[config.mk]
export PLATFORM = sky130hd
export DESIGN_NAME = traffic_light_with_time_setting
export DESIGN_NICKNAME = d
export VERILOG_FILES = /design/src/hdl/tlts_pkg.sv /design/src/hdl/tlts_core.sv /design/src/hdl/traffic_light_with_time_setting.sv
export SDC_FILE = /design/constraint.sdc
export NUM_CORES = 1
export LEC_CHECK = 0
export BUFFER_PORTS_ARGS = -buffer_cell sky130_fd_sc_hd__buf_2
export CORE_ASPECT_RATIO = 0.5
export CORE_MARGIN = 5
export CORE_UTILIZATION = 35
export CTS_CLUSTER_SIZE = 14
export DETAILED_ROUTE_END_ITERATION = 16
export GPL_TIMING_DRIVEN = 0
export MAX_ROUTING_LAYER = met4
export SETUP_SLACK_MARGIN = 0.1
export SLEW_MARGIN = 30
export SYNTH_ARGS = -nofsm -noshare
export SYNTH_HDL_FRONTEND = slang
export SYNTH_SLANG_ARGS = --single-unit
[constraint.sdc]
create_clock -name clk -period 4.5 [get_ports clk]
set_input_delay 0.9 -clock clk [delete_from_list [all_inputs] [get_ports clk]]
set_output_delay 0.9 -clock clk [all_outputs]
set_load 0.01 [all_outputs]
[src/hdl/tlts_pkg.sv]
// Shared types, codes and constants of the traffic light controller.
package tlts_pkg;

  localparam int DUR_W = 7;
  localparam int MAX_DURATION_DEF = 99;

  localparam logic [1:0] MODE_NORMAL = 2'd0;
  localparam logic [1:0] MODE_RED    = 2'd1;
  localparam logic [1:0] MODE_YELLOW = 2'd2;
  localparam logic [1:0] MODE_GREEN  = 2'd3;

  localparam logic [1:0] PH_RG = 2'd0;  // A red, B green
  localparam logic [1:0] PH_RY = 2'd1;  // A red, B yellow
  localparam logic [1:0] PH_GR = 2'd2;  // A green, B red
  localparam logic [1:0] PH_YR = 2'd3;  // A yellow, B red

  localparam logic [3:0] BTN_MODE = 4'd0;
  localparam logic [3:0] BTN_INC  = 4'd1;
  localparam logic [3:0] BTN_SAVE = 4'd2;

  localparam logic REQ_TICK   = 1'b0;
  localparam logic REQ_BUTTON = 1'b1;

  localparam logic [2:0] LAMP_OFF    = 3'b000;
  localparam logic [2:0] LAMP_RED    = 3'b001;
  localparam logic [2:0] LAMP_YELLOW = 3'b010;
  localparam logic [2:0] LAMP_GREEN  = 3'b100;

  localparam logic [DUR_W-1:0] RST_COUNT  = 7'd5;
  localparam logic [DUR_W-1:0] RST_RED    = 7'd5;
  localparam logic [DUR_W-1:0] RST_GREEN  = 7'd3;
  localparam logic [DUR_W-1:0] RST_YELLOW = 7'd2;

  typedef struct packed {
    logic [1:0]       mode;
    logic [1:0]       phase;
    logic [DUR_W-1:0] count;
    logic [DUR_W-1:0] red_dur;
    logic [DUR_W-1:0] green_dur;
    logic [DUR_W-1:0] yellow_dur;
    logic [DUR_W-1:0] edit_red;
    logic [DUR_W-1:0] edit_green;
    logic [DUR_W-1:0] edit_yellow;
    logic             blink_on;
  } state_t;

  typedef struct packed {
    logic             reload_half;
    logic [2:0]       lamps_b;
    logic [2:0]       lamps_a;
    logic [DUR_W-1:0] countdown;
    logic [1:0]       phase;
    logic [1:0]       mode;
  } result_t;

endpackage

[src/hdl/tlts_core.sv]
// Next-state and result logic for one tick or button beat.
module tlts_core #(
  parameter int MAX_DURATION = tlts_pkg::MAX_DURATION_DEF
) (
  input  tlts_pkg::state_t  st,
  input  logic              req_type,
  input  logic [3:0]        button,
  output tlts_pkg::state_t  st_next,
  output tlts_pkg::result_t res
);

  localparam logic [tlts_pkg::DUR_W:0]   MAX_W = (tlts_pkg::DUR_W+1)'(MAX_DURATION);
  localparam logic [tlts_pkg::DUR_W-1:0] MAX_N = tlts_pkg::DUR_W'(MAX_DURATION);

  always_comb begin
    tlts_pkg::state_t            n;
    logic [tlts_pkg::DUR_W-1:0]  sel;
    logic [tlts_pkg::DUR_W:0]    inc;
    logic [tlts_pkg::DUR_W:0]    sum;
    logic                        tick;
    logic [2:0]                  color;

    n     = st;
    sel   = '0;
    inc   = '0;
    sum   = '0;
    tick  = (req_type == tlts_pkg::REQ_TICK);
    color = tlts_pkg::LAMP_OFF;

    // button handling first
    if (req_type == tlts_pkg::REQ_BUTTON) begin
      case (button)
        tlts_pkg::BTN_MODE: begin
          if (n.mode == tlts_pkg::MODE_NORMAL) begin
            n.edit_red    = n.red_dur;
            n.edit_green  = n.green_dur;
            n.edit_yellow = n.yellow_dur;
          end
          n.mode = n.mode + 2'd1;
        end
        tlts_pkg::BTN_INC: begin
          unique case (n.mode)
            tlts_pkg::MODE_RED:    sel = n.edit_red;
            tlts_pkg::MODE_YELLOW: sel = n.edit_yellow;
            default:               sel = n.edit_green;
          endcase
          inc = {1'b0, sel} + 1'b1;
          if (n.mode != tlts_pkg::MODE_NORMAL) begin
            if (inc > MAX_W) begin
              // overflow reloads all edit copies
              n.edit_red    = n.red_dur;
              n.edit_green  = n.green_dur;
              n.edit_yellow = n.yellow_dur;
            end else begin
              unique case (n.mode)
                tlts_pkg::MODE_RED:    n.edit_red    = inc[tlts_pkg::DUR_W-1:0];
                tlts_pkg::MODE_YELLOW: n.edit_yellow = inc[tlts_pkg::DUR_W-1:0];
                default:               n.edit_green  = inc[tlts_pkg::DUR_W-1:0];
              endcase
            end
          end
        end
        tlts_pkg::BTN_SAVE: begin
          sum = {1'b0, n.edit_yellow} + {1'b0, n.edit_green};
          if (n.mode == tlts_pkg::MODE_RED || n.mode == tlts_pkg::MODE_YELLOW) begin
            n.red_dur    = n.edit_red;
            n.yellow_dur = n.edit_yellow;
            n.green_dur  = (n.edit_red >= n.edit_yellow) ?
                           (n.edit_red - n.edit_yellow) : '0;
            n.mode       = tlts_pkg::MODE_NORMAL;
          end else if (n.mode == tlts_pkg::MODE_GREEN) begin
            n.yellow_dur = n.edit_yellow;
            n.green_dur  = n.edit_green;
            n.red_dur    = (sum > MAX_W) ? MAX_N : sum[tlts_pkg::DUR_W-1:0];
            n.mode       = tlts_pkg::MODE_NORMAL;
          end
        end
        default: ;
      endcase
    end

    // display update
    if (n.mode == tlts_pkg::MODE_NORMAL) begin
      if (tick && n.count != '0) n.count = n.count - 1'b1;
      unique case (n.phase)
        tlts_pkg::PH_RG: begin
          if (n.count == n.yellow_dur || n.count == '0) n.phase = tlts_pkg::PH_RY;
        end
        tlts_pkg::PH_RY: begin
          if (n.count == '0) begin
            n.phase = tlts_pkg::PH_GR;
            n.count = n.green_dur;
          end
        end
        tlts_pkg::PH_GR: begin
          if (n.count == '0) begin
            n.phase = tlts_pkg::PH_YR;
            n.count = n.yellow_dur;
          end
        end
        default: begin
          if (n.count == '0) begin
            n.phase = tlts_pkg::PH_RG;
            n.count = n.red_dur;
          end
        end
      endcase
    end else begin
      unique case (n.mode)
        tlts_pkg::MODE_RED:    n.count = n.edit_red;
        tlts_pkg::MODE_YELLOW: n.count = n.edit_yellow;
        default:               n.count = n.edit_green;
      endcase
      if (tick) n.blink_on = ~n.blink_on;
    end

    st_next = n;

    res.mode        = n.mode;
    res.phase       = n.phase;
    res.countdown   = n.count;
    res.reload_half = (n.mode != tlts_pkg::MODE_NORMAL);
    if (n.mode == tlts_pkg::MODE_NORMAL) begin
      unique case (n.phase)
        tlts_pkg::PH_RG: begin
          res.lamps_a = tlts_pkg::LAMP_RED;
          res.lamps_b = tlts_pkg::LAMP_GREEN;
        end
        tlts_pkg::PH_RY: begin
          res.lamps_a = tlts_pkg::LAMP_RED;
          res.lamps_b = tlts_pkg::LAMP_YELLOW;
        end
        tlts_pkg::PH_GR: begin
          res.lamps_a = tlts_pkg::LAMP_GREEN;
          res.lamps_b = tlts_pkg::LAMP_RED;
        end
        default: begin
          res.lamps_a = tlts_pkg::LAMP_YELLOW;
          res.lamps_b = tlts_pkg::LAMP_RED;
        end
      endcase
    end else begin
      unique case (n.mode)
        tlts_pkg::MODE_RED:    color = tlts_pkg::LAMP_RED;
        tlts_pkg::MODE_YELLOW: color = tlts_pkg::LAMP_YELLOW;
        default:               color = tlts_pkg::LAMP_GREEN;
      endcase
      res.lamps_a = n.blink_on ? color : tlts_pkg::LAMP_OFF;
      res.lamps_b = res.lamps_a;
    end
  end

endmodule

[src/hdl/traffic_light_with_time_setting.sv]
// Top level of the two-way traffic light controller with editable durations.
//
//   channel  dir  tdata / tuser (low bit first)                          beat
//   s_       in   tdata: button[3:0], pad[7:4]; tuser: req_type         event
//   m_       out  tdata: mode[1:0] phase[3:2] countdown[10:4]          status
//                 lamps_a[13:11] lamps_b[16:14] reload_half[17] pad
//
// One event beat per cycle while s_tready is high: the controller state updates
// in the cycle the beat is taken, and the status beat sits in the output register
// in the following cycle. Throughput is one beat per clock while not stalled.
// s_tready stays high while the output register is empty or being drained,
// so a stalled master holds exactly one pending status beat.
// rst (synchronous) restores the power-up durations 5/3/2 and phase A red/B green.
module traffic_light_with_time_setting #(
  parameter int MAX_DURATION = tlts_pkg::MAX_DURATION_DEF
) (
  input  logic        clk,
  input  logic        rst,
  input  logic        s_tvalid,
  output logic        s_tready,
  input  logic [7:0]  s_tdata,   // button[3:0], zero pad[7:4]
  input  logic        s_tuser,   // req_type: 0 timer tick, 1 button press
  output logic        m_tvalid,
  input  logic        m_tready,
  output logic [23:0] m_tdata    // mode, phase, countdown, lamps_a, lamps_b,
                                 // reload_half, zero pad[23:18]
);

  tlts_pkg::state_t  st;
  tlts_pkg::state_t  st_next;
  tlts_pkg::result_t res_next;
  tlts_pkg::result_t res;
  logic              take;

  // the output register frees up whenever its beat is taken downstream
  assign s_tready = !m_tvalid || m_tready;
  assign take     = s_tvalid && s_tready;

  tlts_core #(
    .MAX_DURATION(MAX_DURATION)
  ) u_core (
    .st       (st),
    .req_type (s_tuser),
    .button   (s_tdata[3:0]),
    .st_next  (st_next),
    .res      (res_next)
  );

  // controller state: only moves on an accepted event
  always_ff @(posedge clk) begin
    if (rst) begin
      st.mode        <= tlts_pkg::MODE_NORMAL;
      st.phase       <= tlts_pkg::PH_RG;
      st.count       <= tlts_pkg::RST_COUNT;
      st.red_dur     <= tlts_pkg::RST_RED;
      st.green_dur   <= tlts_pkg::RST_GREEN;
      st.yellow_dur  <= tlts_pkg::RST_YELLOW;
      st.edit_red    <= '0;
      st.edit_green  <= '0;
      st.edit_yellow <= '0;
      st.blink_on    <= 1'b0;
    end else if (take) begin
      st <= st_next;
    end
  end

  // output register
  always_ff @(posedge clk) begin
    if (rst) begin
      m_tvalid <= 1'b0;
    end else if (take) begin
      m_tvalid <= 1'b1;
    end else if (m_tready) begin
      m_tvalid <= 1'b0;
    end
  end

  always_ff @(posedge clk) begin
    if (take) begin
      res <= res_next;
    end
  end

  assign m_tdata = {6'd0, res};

endmodule

==> results of run 1 <==
## stage by stage
| step | std cells | power, mW | TNS (ps) | setup slack, ps |
|---|---|---|---|---|
| 6_report | 1184 | 2.12 | 0 | 190 |
| 5_1_grt | 1184 | 2.17 | 0 | 69.7 |
| 4_1_cts | 1176 | 2.07 | 0 | 100 |
| 3_5_place_dp | 1157 | 1.28 | -22600 | -1560 |
| 3_3_place_gp | 1157 | 1.28 | -23500 | -1580 |
| 2_1_floorplan | 891 | 1.09 | 0 | 200 |
## sequential cells by signal (all words and copies together), names as in the netlist
register / cells
st: 54
m_tdata: 18
m_tvalid: 1
## layout make-up
class | count | area, µm² | area share [%]
Multi-Input combinational cell | 711 | 4660 | 61.2
Timing Repair Buffer | 36 | 205 | 2.69
Tap cell | 240 | 300 | 3.94
Antenna cell | 1 | 2.50 | 0.0328
Clock inverter | 7 | 82.6 | 1.08
Inverter | 39 | 155 | 2.04
Buffer | 68 | 339 | 4.45
Sequential cell | 73 | 1650 | 21.6
Clock buffer | 9 | 225 | 2.96
## layer usage
metal | GRT usage (%) | vias to the layer above
li1 | - | 3429
met1 | 42.7 | 3770
met2 | 39.7 | 538
met3 | 8.85 | 81
met4 | 10.7 | 0
met5 | - | -
## cells by family after synthesis
| logic type | share of synthesized area [%] |
|---|---|
| flip-flops | 25.1 |
| adder cells (fa/ha/maj) | 5.59 |
| XOR/XNOR | 3.49 |
| buffers and inverters | 6.80 |
| AND/OR/NAND/NOR | 21.6 |
| multiplexers | 3.01 |
| other | 0.0574 |
| AO/OA/AOI/OAI | 34.3 |
## cell usage after synthesis (4+ instances only)
| master | instances | area [µm²] |
|---|---|---|
| clkbuf_1 | 51 | 191 |
| a22o_1 | 8 | 70.1 |
| nor2b_1 | 8 | 50.1 |
| or3_1 | 9 | 56.3 |
| o31a_1 | 5 | 43.8 |
| nand2b_1 | 11 | 68.8 |
| a21o_1 | 14 | 105 |
| a22oi_1 | 21 | 158 |
| nor3_1 | 24 | 120 |
| nand2_1 | 83 | 312 |
| o311ai_0 | 5 | 43.8 |
| a41oi_1 | 6 | 52.6 |
| a2111oi_0 | 5 | 43.8 |
| dfxtp_1 | 55 | 1100 |
| ha_1 | 26 | 325 |
| o221ai_1 | 4 | 35.0 |
| o211ai_1 | 16 | 120 |
| nand4_1 | 8 | 50.1 |
| a222oi_1 | 4 | 40.0 |
| nand3_1 | 33 | 165 |
| a311oi_1 | 4 | 35.0 |
| a211oi_1 | 27 | 203 |
| inv_1 | 37 | 139 |
| a21boi_0 | 5 | 37.5 |
| and2_1 | 4 | 25.0 |
| buf_1 | 5 | 18.8 |
| nor4_1 | 4 | 25.0 |
| o21a_1 | 4 | 30.0 |
| buf_4 | 6 | 45.0 |
| a21oi_1 | 69 | 345 |
| mux2i_1 | 14 | 140 |
| edfxtp_1 | 18 | 541 |
| a31oi_1 | 21 | 131 |
| o22ai_1 | 7 | 43.8 |
| a211o_1 | 6 | 52.6 |
| o211a_1 | 4 | 40.0 |
| xor2_1 | 8 | 70.1 |
| o31ai_1 | 13 | 97.6 |
| nor2_1 | 101 | 379 |
| o21ai_0 | 53 | 265 |
| xnor2_1 | 18 | 158 |
## power groups by stage
stage / Sequential (mW) / Combinational, mW / Clock (mW)
after CTS: 0.747 / 0.538 / 0.780
after detailed placement: 0.761 / 0.517 / 0
after floorplan: 0.756 / 0.335 / 0
after global routing: 0.752 / 0.614 / 0.807
after global placement: 0.761 / 0.517 / 0
final: 0.750 / 0.580 / 0.786
## critical path: cells and delay by family, from the launching register on
family	cells	cell delay (ps)
buffers and inverters	1	380
AOI/OAI and AO/OA	8	2480
adders and majority gates	1	400
DFF	1	620
and+or+nand+nor	2	200
## how the worst min path moves through the flow
stage,from,to,cells after the start
floorplan,st[22]$_SDFFE_PP0P_,st[22]$_SDFFE_PP0P_,2
global placement,m_tvalid$_SDFFE_PP0P_,m_tvalid$_SDFFE_PP0P_,2
detailed placement,st[34]$_SDFFE_PP0P_,st[34]$_SDFFE_PP0P_,2
CTS,st[53]$_SDFFE_PP0P_,st[53]$_SDFFE_PP0P_,2
global route,st[53]$_SDFFE_PP0P_,st[53]$_SDFFE_PP0P_,2
finish,st[53]$_SDFFE_PP0P_,st[53]$_SDFFE_PP0P_,2
## repair_timing
item	in CTS	in global routing
gates resized for setup	46	28
pin swaps	5	6
endpoints found under the setup margin	37	20
buffers inserted	3	7
==> flow_summary.yaml, run 1 <==
place:
  place.gp.congestion: 1.00
  dpl_cell_area_mm2: 0.00698
  port_buffers: 26
  dp_hpwl_mm: 24.6
logic_synthesis:
  synth-main-ff-cell: "dfxtp_1"
  syn_inst: 886
  synth_edf_count: 18
  async_flop_share_pct: 0
  synth_seq_cells: 73
  syn_avg_cell_area_um2: 7.37
  yosysSeqAreaShare_pct: 25.1
  syn_area_mm2: 0.00653
  yosys_warnings: 0
  synth_cell_type_count: 80
global_route:
  grt_max_degree: 28
  grt_pass1_wl_mm: 47.0
  grtUsageTotal_pct: 29.9
  first_global_vias: 7127
  antenna_found_initial: 1
  grt-ovfl-total: 0
detailed_routing:
  wirelength_mm: 32.4
  m1WireLength_mm: 14.5
  top_layer_used: "met4"
  wl_met3_mm: 4.35
  route.met2.wl_mm: 12.5
  drt_iter0_markers: 1208
  drtAntennaViolNets: 0
  drcViolationCount: 0
  vias: 7818
  vias_per_cell: 6.60
  routedWlPerCell_um: 27.4
  dr.pass1.iters: 7
clocking:
  numCtsBuffers: 9
  cts.sinks: 73
  path_clk_slew_ps: 70
  htree_levels: 3
  clock_latency_ps: 340
  cts_hold_buf: 0
  cts_tree: "done"
  cts_buffer_depth: 2
  cts_root_buffer: "clkbuf_16"
worst_hold_path:
  hp-class: "flop to flop"
timing:
  hold-worst-slack_ps: 537
  rsz0062_at_grt: "true"
  maxSlewViolCount: 0
  worstMarginPinSlew_ps: 876
  fmax_ghz: 0.232
  slew_headroom_pct: 41.6
  finalSetupViolCount: 0
  hold_violations: 0
  period_share_pct: 95.8
  fin_worst_skew_ps: 11.5
  period_needed_ps: 4310
setup_path:
  reg2reg_to: "m_tdata[7]$_DFFE_PP_"
  crit_start: "st[2]$_SDFFE_PP0P_"
  crit_slowest_cell: "dfxtp_1"
  end_kind: "flop"
  rr_worst_depth: 12
  path_class: "flop to flop"
  r2r_slack_ps: 190
  slowest_delay_ps: 620
  worstPathCellList: "inv_1 -> ha_1 -> nor2b_1 -> o21ai_0 -> a21boi_0 -> o31ai_2 -> a31oi_1 -> a222oi_1 -> a21oi_1 -> o221a_2 -> a21bo_2 -> nand2_1"
  startpoint_type: "flop"
  path_max_fanout: 6
  timing.rr.start: "st[2]$_SDFFE_PP0P_"
  cp.arrival_ps: 4400
  worstSetupEndpoint: "m_tdata[7]$_DFFE_PP_"
  cp_data_required_time_ps: 4590
cells_and_area:
  final_area_mm2: 0.00762
  mostFrequentLayoutCells: "100 x nor2_1, 81 x nand2_1, 63 x a21oi_1"
  final_nets: 979
  area_growth_pct: 16.6
  utilization_pct: 41.5
  fillers: 1846
  final_common_cell: "nor2_1"
  layout-drive-gt1-share_pct: 13.6
pwr:
  internal_power_mw: 1.34
  p_clk_share_pct: 37.1
  comb_power_share_pct: 27.4
  swShare_pct: 36.6
  p_leak_nw: 2.79
  pwr-share-seq_pct: 35.4
  powerDensity_mw_per_mm2: 278
  p_switching_uw: 774
  peakVddDrop_mv: 0.216
floorplanning:
  fp.dieH_um: 107
  initial_core_util_pct: 35.6
  dieArea_mm2: 0.0217
  die_w_um: 203
  rows: 35
  io_pins: 39
  fp.coreArea_mm2: 0.0183
outcome:
  status: "complete, no violations"
flow_run:
  drv_cap: 0
(Power assumes the default switching activity.)
==> run 2, diff against run 1 <==
--- a/config.mk
+++ b/config.mk
@@ -12,7 +12,9 @@
 export CTS_CLUSTER_SIZE = 14
 export DETAILED_ROUTE_END_ITERATION = 16
 export GPL_TIMING_DRIVEN = 0
+export HOLD_SLACK_MARGIN = 0.05
 export MAX_ROUTING_LAYER = met4
+export PLACE_DENSITY = 0.62
 export SETUP_SLACK_MARGIN = 0.1
 export SLEW_MARGIN = 30
 export SYNTH_ARGS = -nofsm -noshare
==> run 2 against run 1 <==
  * Design area grew 0.56%
  * Fmax shrank 0.21%
  * Non-clock buffer count increased by 2
  * Highest routed layer unchanged
==> flow_summary.yaml, run 2 (synthesized netlist as in run 1, its figures left out) <==
clocking:
  numCtsBuffers: 9
  cts_tree: "done"
  path_clk_slew_ps: 70
  htree_levels: 3
  cts.sinks: 73
  cts_buffer_depth: 2
  cts_root_buffer: "clkbuf_16"
  clock_latency_ps: 360
setup_path:
  startpoint_type: "flop"
  path_class: "flop to flop"
  crit_family: "compound AO/OA/AOI/OAI gates"
  worstPathCellList: "inv_1 -> ha_1 -> clkbuf_4 -> nor2_1 -> a21oi_2 -> ha_1 -> inv_1 -> a211oi_1 -> nand4_1 -> o211ai_1 -> a21oi_4 -> buf_2 -> o31ai_1 -> a221oi_2 -> nor4_1 -> a211o_1 -> a21o_1"
  worstSetupEndpoint: "m_tdata[6]$_DFFE_PP_"
  path_max_fanout: 10
  crit_start: "st[53]$_SDFFE_PP0P_"
  reg2reg_to: "m_tdata[6]$_DFFE_PP_"
  slowest_delay_ps: 570
  cp.arrival_ps: 4520
  cp_data_required_time_ps: 4700
  end_kind: "flop"
  r2r_slack_ps: 180
  crit_slowest_cell: "nor4_1"
  critPathBufInv: 4
  cp_num_cells: 17
  rr_worst_depth: 17
  timing.rr.start: "st[53]$_SDFFE_PP0P_"
detailed_routing:
  drtAntennaViolNets: 0
  vias_per_cell: 6.48
  routedWlPerCell_um: 27.1
  vias: 7687
  drt_iter0_markers: 1186
  drcViolationCount: 0
  dr.pass1.iters: 6
  wirelength_mm: 32.2
global_route:
  first_global_vias: 6842
  grt-ovfl-total: 0
  antenna_found_initial: 1
  grtUsageTotal_pct: 30.0
  grt_max_degree: 25
  grt_pass1_wl_mm: 46.9
timing:
  maxSlewViolCount: 0
  hold_violations: 0
  finalSetupViolCount: 0
  rsz0062_at_grt: "true"
  slew_headroom_pct: 32.5
  fin_worst_skew_ps: 15.6
  final.setup.tns_ps: 0
  period_needed_ps: 4320
  fin_ws_ps: 181
  fmax_ghz: 0.232
  worstMarginPinSlew_ps: 1010
  period_share_pct: 96.0
cells_and_area:
  final_nets: 981
  mostFrequentLayoutCells: "100 x nor2_1, 81 x nand2_1, 64 x a21oi_1"
  regMostFlops: "st"
  largest_register_ffs: 54
  layout-drive-gt1-share_pct: 13.2
  fillers: 1911
  area_growth_pct: 17.3
  final_cells: 1186
  final_area_mm2: 0.00766
  final_common_cell: "nor2_1"
floorplanning:
  io_pins: 39
  die_w_um: 203
  fp.coreArea_mm2: 0.0183
  initial_core_util_pct: 35.6
  fp.dieH_um: 107
  rows: 35
  dieArea_mm2: 0.0217
place:
  preCtsSetupSlack_ps: -1710
  dp_hpwl_mm: 25.0
  dpl_cell_area_mm2: 0.00701
  place.gp.congestion: 1.01
  port_buffers: 26
  dp.cells: 1158
pwr:
  peakVddDrop_mv: 0.150
  power.total_mw: 2.17
  powerDensity_mw_per_mm2: 283
  p_leak_nw: 2.82
outcome:
  status: "complete, no violations"
flow_run:
  drv_cap: 0
worst_hold_path:
  hp-class: "flop to flop"
## run 2: changes by cell type in the layout (fill, tap and decap cells not counted), sizes merged
cell,previous run,this run
clkinvlp,3,2
inv,41,39
bufinv,1,2
buf,52,54
clkinv,1,3
## run 2: timing repair
item,in CTS,in global routing
pin swaps,4,5
setup buffers,6,5
endpoints found under the setup margin,35,20
gates cloned,0,0
gates resized for setup,36,35
hold buffers,0,0
## run 2: metrics by stage
step,util [%],hold slack (ps)
2_1_floorplan,-,459
3_3_place_gp,38.0,499
3_5_place_dp,38.2,513
4_1_cts,40.8,523
5_1_grt,41.8,557
6_report,41.8,524
## run 2: worst min-delay path, cell delays in order, from the launching register on
cell      delay (ps)
dfxtp_1          310
nand2b_1         100
a21oi_1           70
## run 2: layout make-up
| class | count | area (µm²) | share of cell area (%) |
|---|---|---|---|
| clock inverters | 7 | 101 | 1.32 |
| diodes | 1 | 2.50 | 0.0327 |
| well taps | 240 | 300 | 3.92 |
| inverters | 39 | 159 | 2.07 |
| clock buffers | 9 | 225 | 2.94 |
| repair buffers | 38 | 240 | 3.14 |
| plain buffers | 68 | 333 | 4.34 |
| multi-input cells | 711 | 4650 | 60.7 |
| flip-flops and latches | 73 | 1650 | 21.5 |
## run 2: worst min path at each step
stage	depth (start not counted)	from	to	slack [ps]
final	2	m_tvalid$_SDFFE_PP0P_	m_tvalid$_SDFFE_PP0P_	520
after global routing	2	st[53]$_SDFFE_PP0P_	st[53]$_SDFFE_PP0P_	560
after CTS	2	m_tvalid$_SDFFE_PP0P_	m_tvalid$_SDFFE_PP0P_	520
after detailed placement	2	m_tvalid$_SDFFE_PP0P_	m_tvalid$_SDFFE_PP0P_	510
after global placement	2	m_tvalid$_SDFFE_PP0P_	m_tvalid$_SDFFE_PP0P_	500
after floorplan	2	st[22]$_SDFFE_PP0P_	st[22]$_SDFFE_PP0P_	460
## run 2: per-layer routing
layer,GRT usage (%),share of wire [%],vias up
met2,41.3,39,488
li1,-,-,3414
met3,6.38,12,48
met1,44.7,46,3737
met5,-,0,-
met4,6.59,2.2,0
## run 2: report_power, final
group / switching (mW) / internal, mW
logic: 0.391 / 0.190
clock network: 0.343 / 0.494
registers: 0.0347 / 0.713
total: 0.769 / 1.40
==> run 3, diff against run 2 <==
--- a/config.mk
+++ b/config.mk
@@ -6,7 +6,6 @@
 export NUM_CORES = 1
 export LEC_CHECK = 0
 export BUFFER_PORTS_ARGS = -buffer_cell sky130_fd_sc_hd__buf_2
-export CORE_ASPECT_RATIO = 0.5
 export CORE_MARGIN = 5
 export CORE_UTILIZATION = 35
 export CTS_CLUSTER_SIZE = 14
==> run 3 against run 2 <==
  * Clock power shrank 18%
  * Design area shrank 2.1%
  * Wire length decreased by 14%
  * Via count fell by 2.3%
  * Hold slack better by 6.0 ps
  * Sequential share of layout area increased by 0.46 points
  * Core utilization shrank 1.2 points
==> flow_summary.yaml, run 3 (synthesized netlist as in run 1, its figures left out) <==
clocking:
  cts_tree: "done"
  cts_root_buffer: "clkbuf_16"
  path_clk_slew_ps: 60
  cts.sinks: 73
  cts_buffer_depth: 2
  htree_levels: 3
  numCtsBuffers: 9
  clock_latency_ps: 340
floorplanning:
  rows: 50
  initial_core_util_pct: 35.3
  fp.dieH_um: 147
  io_pins: 39
  die_w_um: 147
  fp.coreArea_mm2: 0.0185
  dieArea_mm2: 0.0215
detailed_routing:
  dr.pass1.iters: 6
  wirelength_mm: 27.7
  drcViolationCount: 0
  routedWlPerCell_um: 23.5
  vias_per_cell: 6.38
  vias: 7513
  drtAntennaViolNets: 0
  drt_iter0_markers: 1120
setup_path:
  startpoint_type: "flop"
  cp_data_required_time_ps: 4580
  crit_family: "compound AO/OA/AOI/OAI gates"
  crit_slowest_cell: "dfxtp_2"
  slowest_delay_ps: 430
  end_kind: "flop"
  critPathBufInv: 3
  path_class: "flop to flop"
  cp.arrival_ps: 4380
  path_max_fanout: 9
  worstPathCellList: "inv_1 -> ha_1 -> buf_2 -> nor2_1 -> a21oi_2 -> ha_1 -> inv_1 -> a211oi_2 -> nand4_1 -> xor2_1 -> nor2_1 -> mux2_2 -> o31ai_2 -> a21boi_0 -> o31ai_2 -> nand2_1"
flow_run:
  drv_cap: 0
pwr:
  peakVddDrop_mv: 0.132
  powerDensity_mw_per_mm2: 264
  p_leak_nw: 2.76
  power.total_mw: 1.98
place:
  place.gp.congestion: 1.04
  dp_hpwl_mm: 21.2
  port_buffers: 26
  dp.cells: 1151
timing:
  slew_headroom_pct: 50.3
  period_share_pct: 95.6
  final.setup.tns_ps: 0
  maxSlewViolCount: 0
  hold_violations: 0
  period_needed_ps: 4300
  finalSetupViolCount: 0
  fin_worst_skew_ps: 10.3
  worstMarginPinSlew_ps: 743
  hold-worst-slack_ps: 530
  fmax_ghz: 0.233
  rsz0062_at_grt: "false"
cells_and_area:
  mostFrequentLayoutCells: "101 x nor2_1, 81 x nand2_1, 66 x a21oi_1"
  antennaDiodeCount: 0
  regMostFlops: "st"
  final_common_cell: "nor2_1"
  final_cells: 1177
  layout-drive-gt1-share_pct: 12.1
  final_nets: 979
  largest_register_ffs: 54
  area_growth_pct: 14.8
global_route:
  first_global_vias: 6825
  grtUsageTotal_pct: 25.3
  grt-ovfl-total: 0
  antenna_found_initial: 0
  grt_pass1_wl_mm: 41.1
  grt_max_degree: 28
outcome:
  status: "complete, no violations"
worst_hold_path:
  hp-class: "flop to flop"
run 3: final timing paths:
path                          from                    end  slack, ps  cells past startpoint
max reg2reg    st[53]$_SDFFE_PP0P_   m_tdata[7]$_DFFE_PP_        200                     16
min reg2reg  m_tvalid$_SDFFE_PP0P_  m_tvalid$_SDFFE_PP0P_        530                      2
max            st[53]$_SDFFE_PP0P_   m_tdata[7]$_DFFE_PP_        200                     16
min          m_tvalid$_SDFFE_PP0P_  m_tvalid$_SDFFE_PP0P_        530                      2
run 3: repair_timing:
item,in CTS,in global routing
setup endpoints to repair,31,22
pin swaps,0,7
gates resized for setup,22,35
hold buffers,0,0
buffers inserted,1,9
run 3: through the flow:
step / setup slack [ps] / instance area (µm²) / util [%]
2_1_floorplan: 200 / 6550 / -
3_3_place_gp: -1290 / 6970 / 37.7
3_5_place_dp: -1390 / 6980 / 37.7
4_1_cts: 96.0 / 7330 / 39.6
5_1_grt: 90.4 / 7500 / 40.5
6_report: 199 / 7500 / 40.5
run 3: worst reg2reg max path, stage by stage (launching register included):
cell	delay (ps)
dfxtp_2	430
inv_1	120
ha_1	290
buf_2	210
nor2_1	90
a21oi_2	260
ha_1	260
inv_1	120
a211oi_2	230
nand4_1	230
xor2_1	260
nor2_1	190
mux2_2	370
o31ai_2	310
a21boi_0	190
o31ai_2	380
nand2_1	100
run 3: routing by layer:
layer	wire [µm]	up-vias	global-route usage (%)
met4	1800	0	12.7
met1	11000	3461	32.0
met3	3330	125	5.83
met2	11600	520	37.6
li1	-	3407	-
met5	0	-	-
run 3: where the power goes:
| part | switching (mW) | internal, mW |
|---|---|---|
| clock | 0.310 | 0.377 |
| combinational | 0.359 | 0.185 |
| sequential | 0.0349 | 0.713 |
run 3: layout make-up:
cell class / instances / area [µm²]
Multi-Input combinational cell: 711 / 4600
Clock inverter: 7 / 55.1
Fill cell: 1924 / 11000
Timing Repair Buffer: 36 / 205
Clock buffer: 9 / 225
Buffer: 68 / 325
Inverter: 39 / 155
Tap cell: 234 / 293
Sequential cell: 73 / 1650
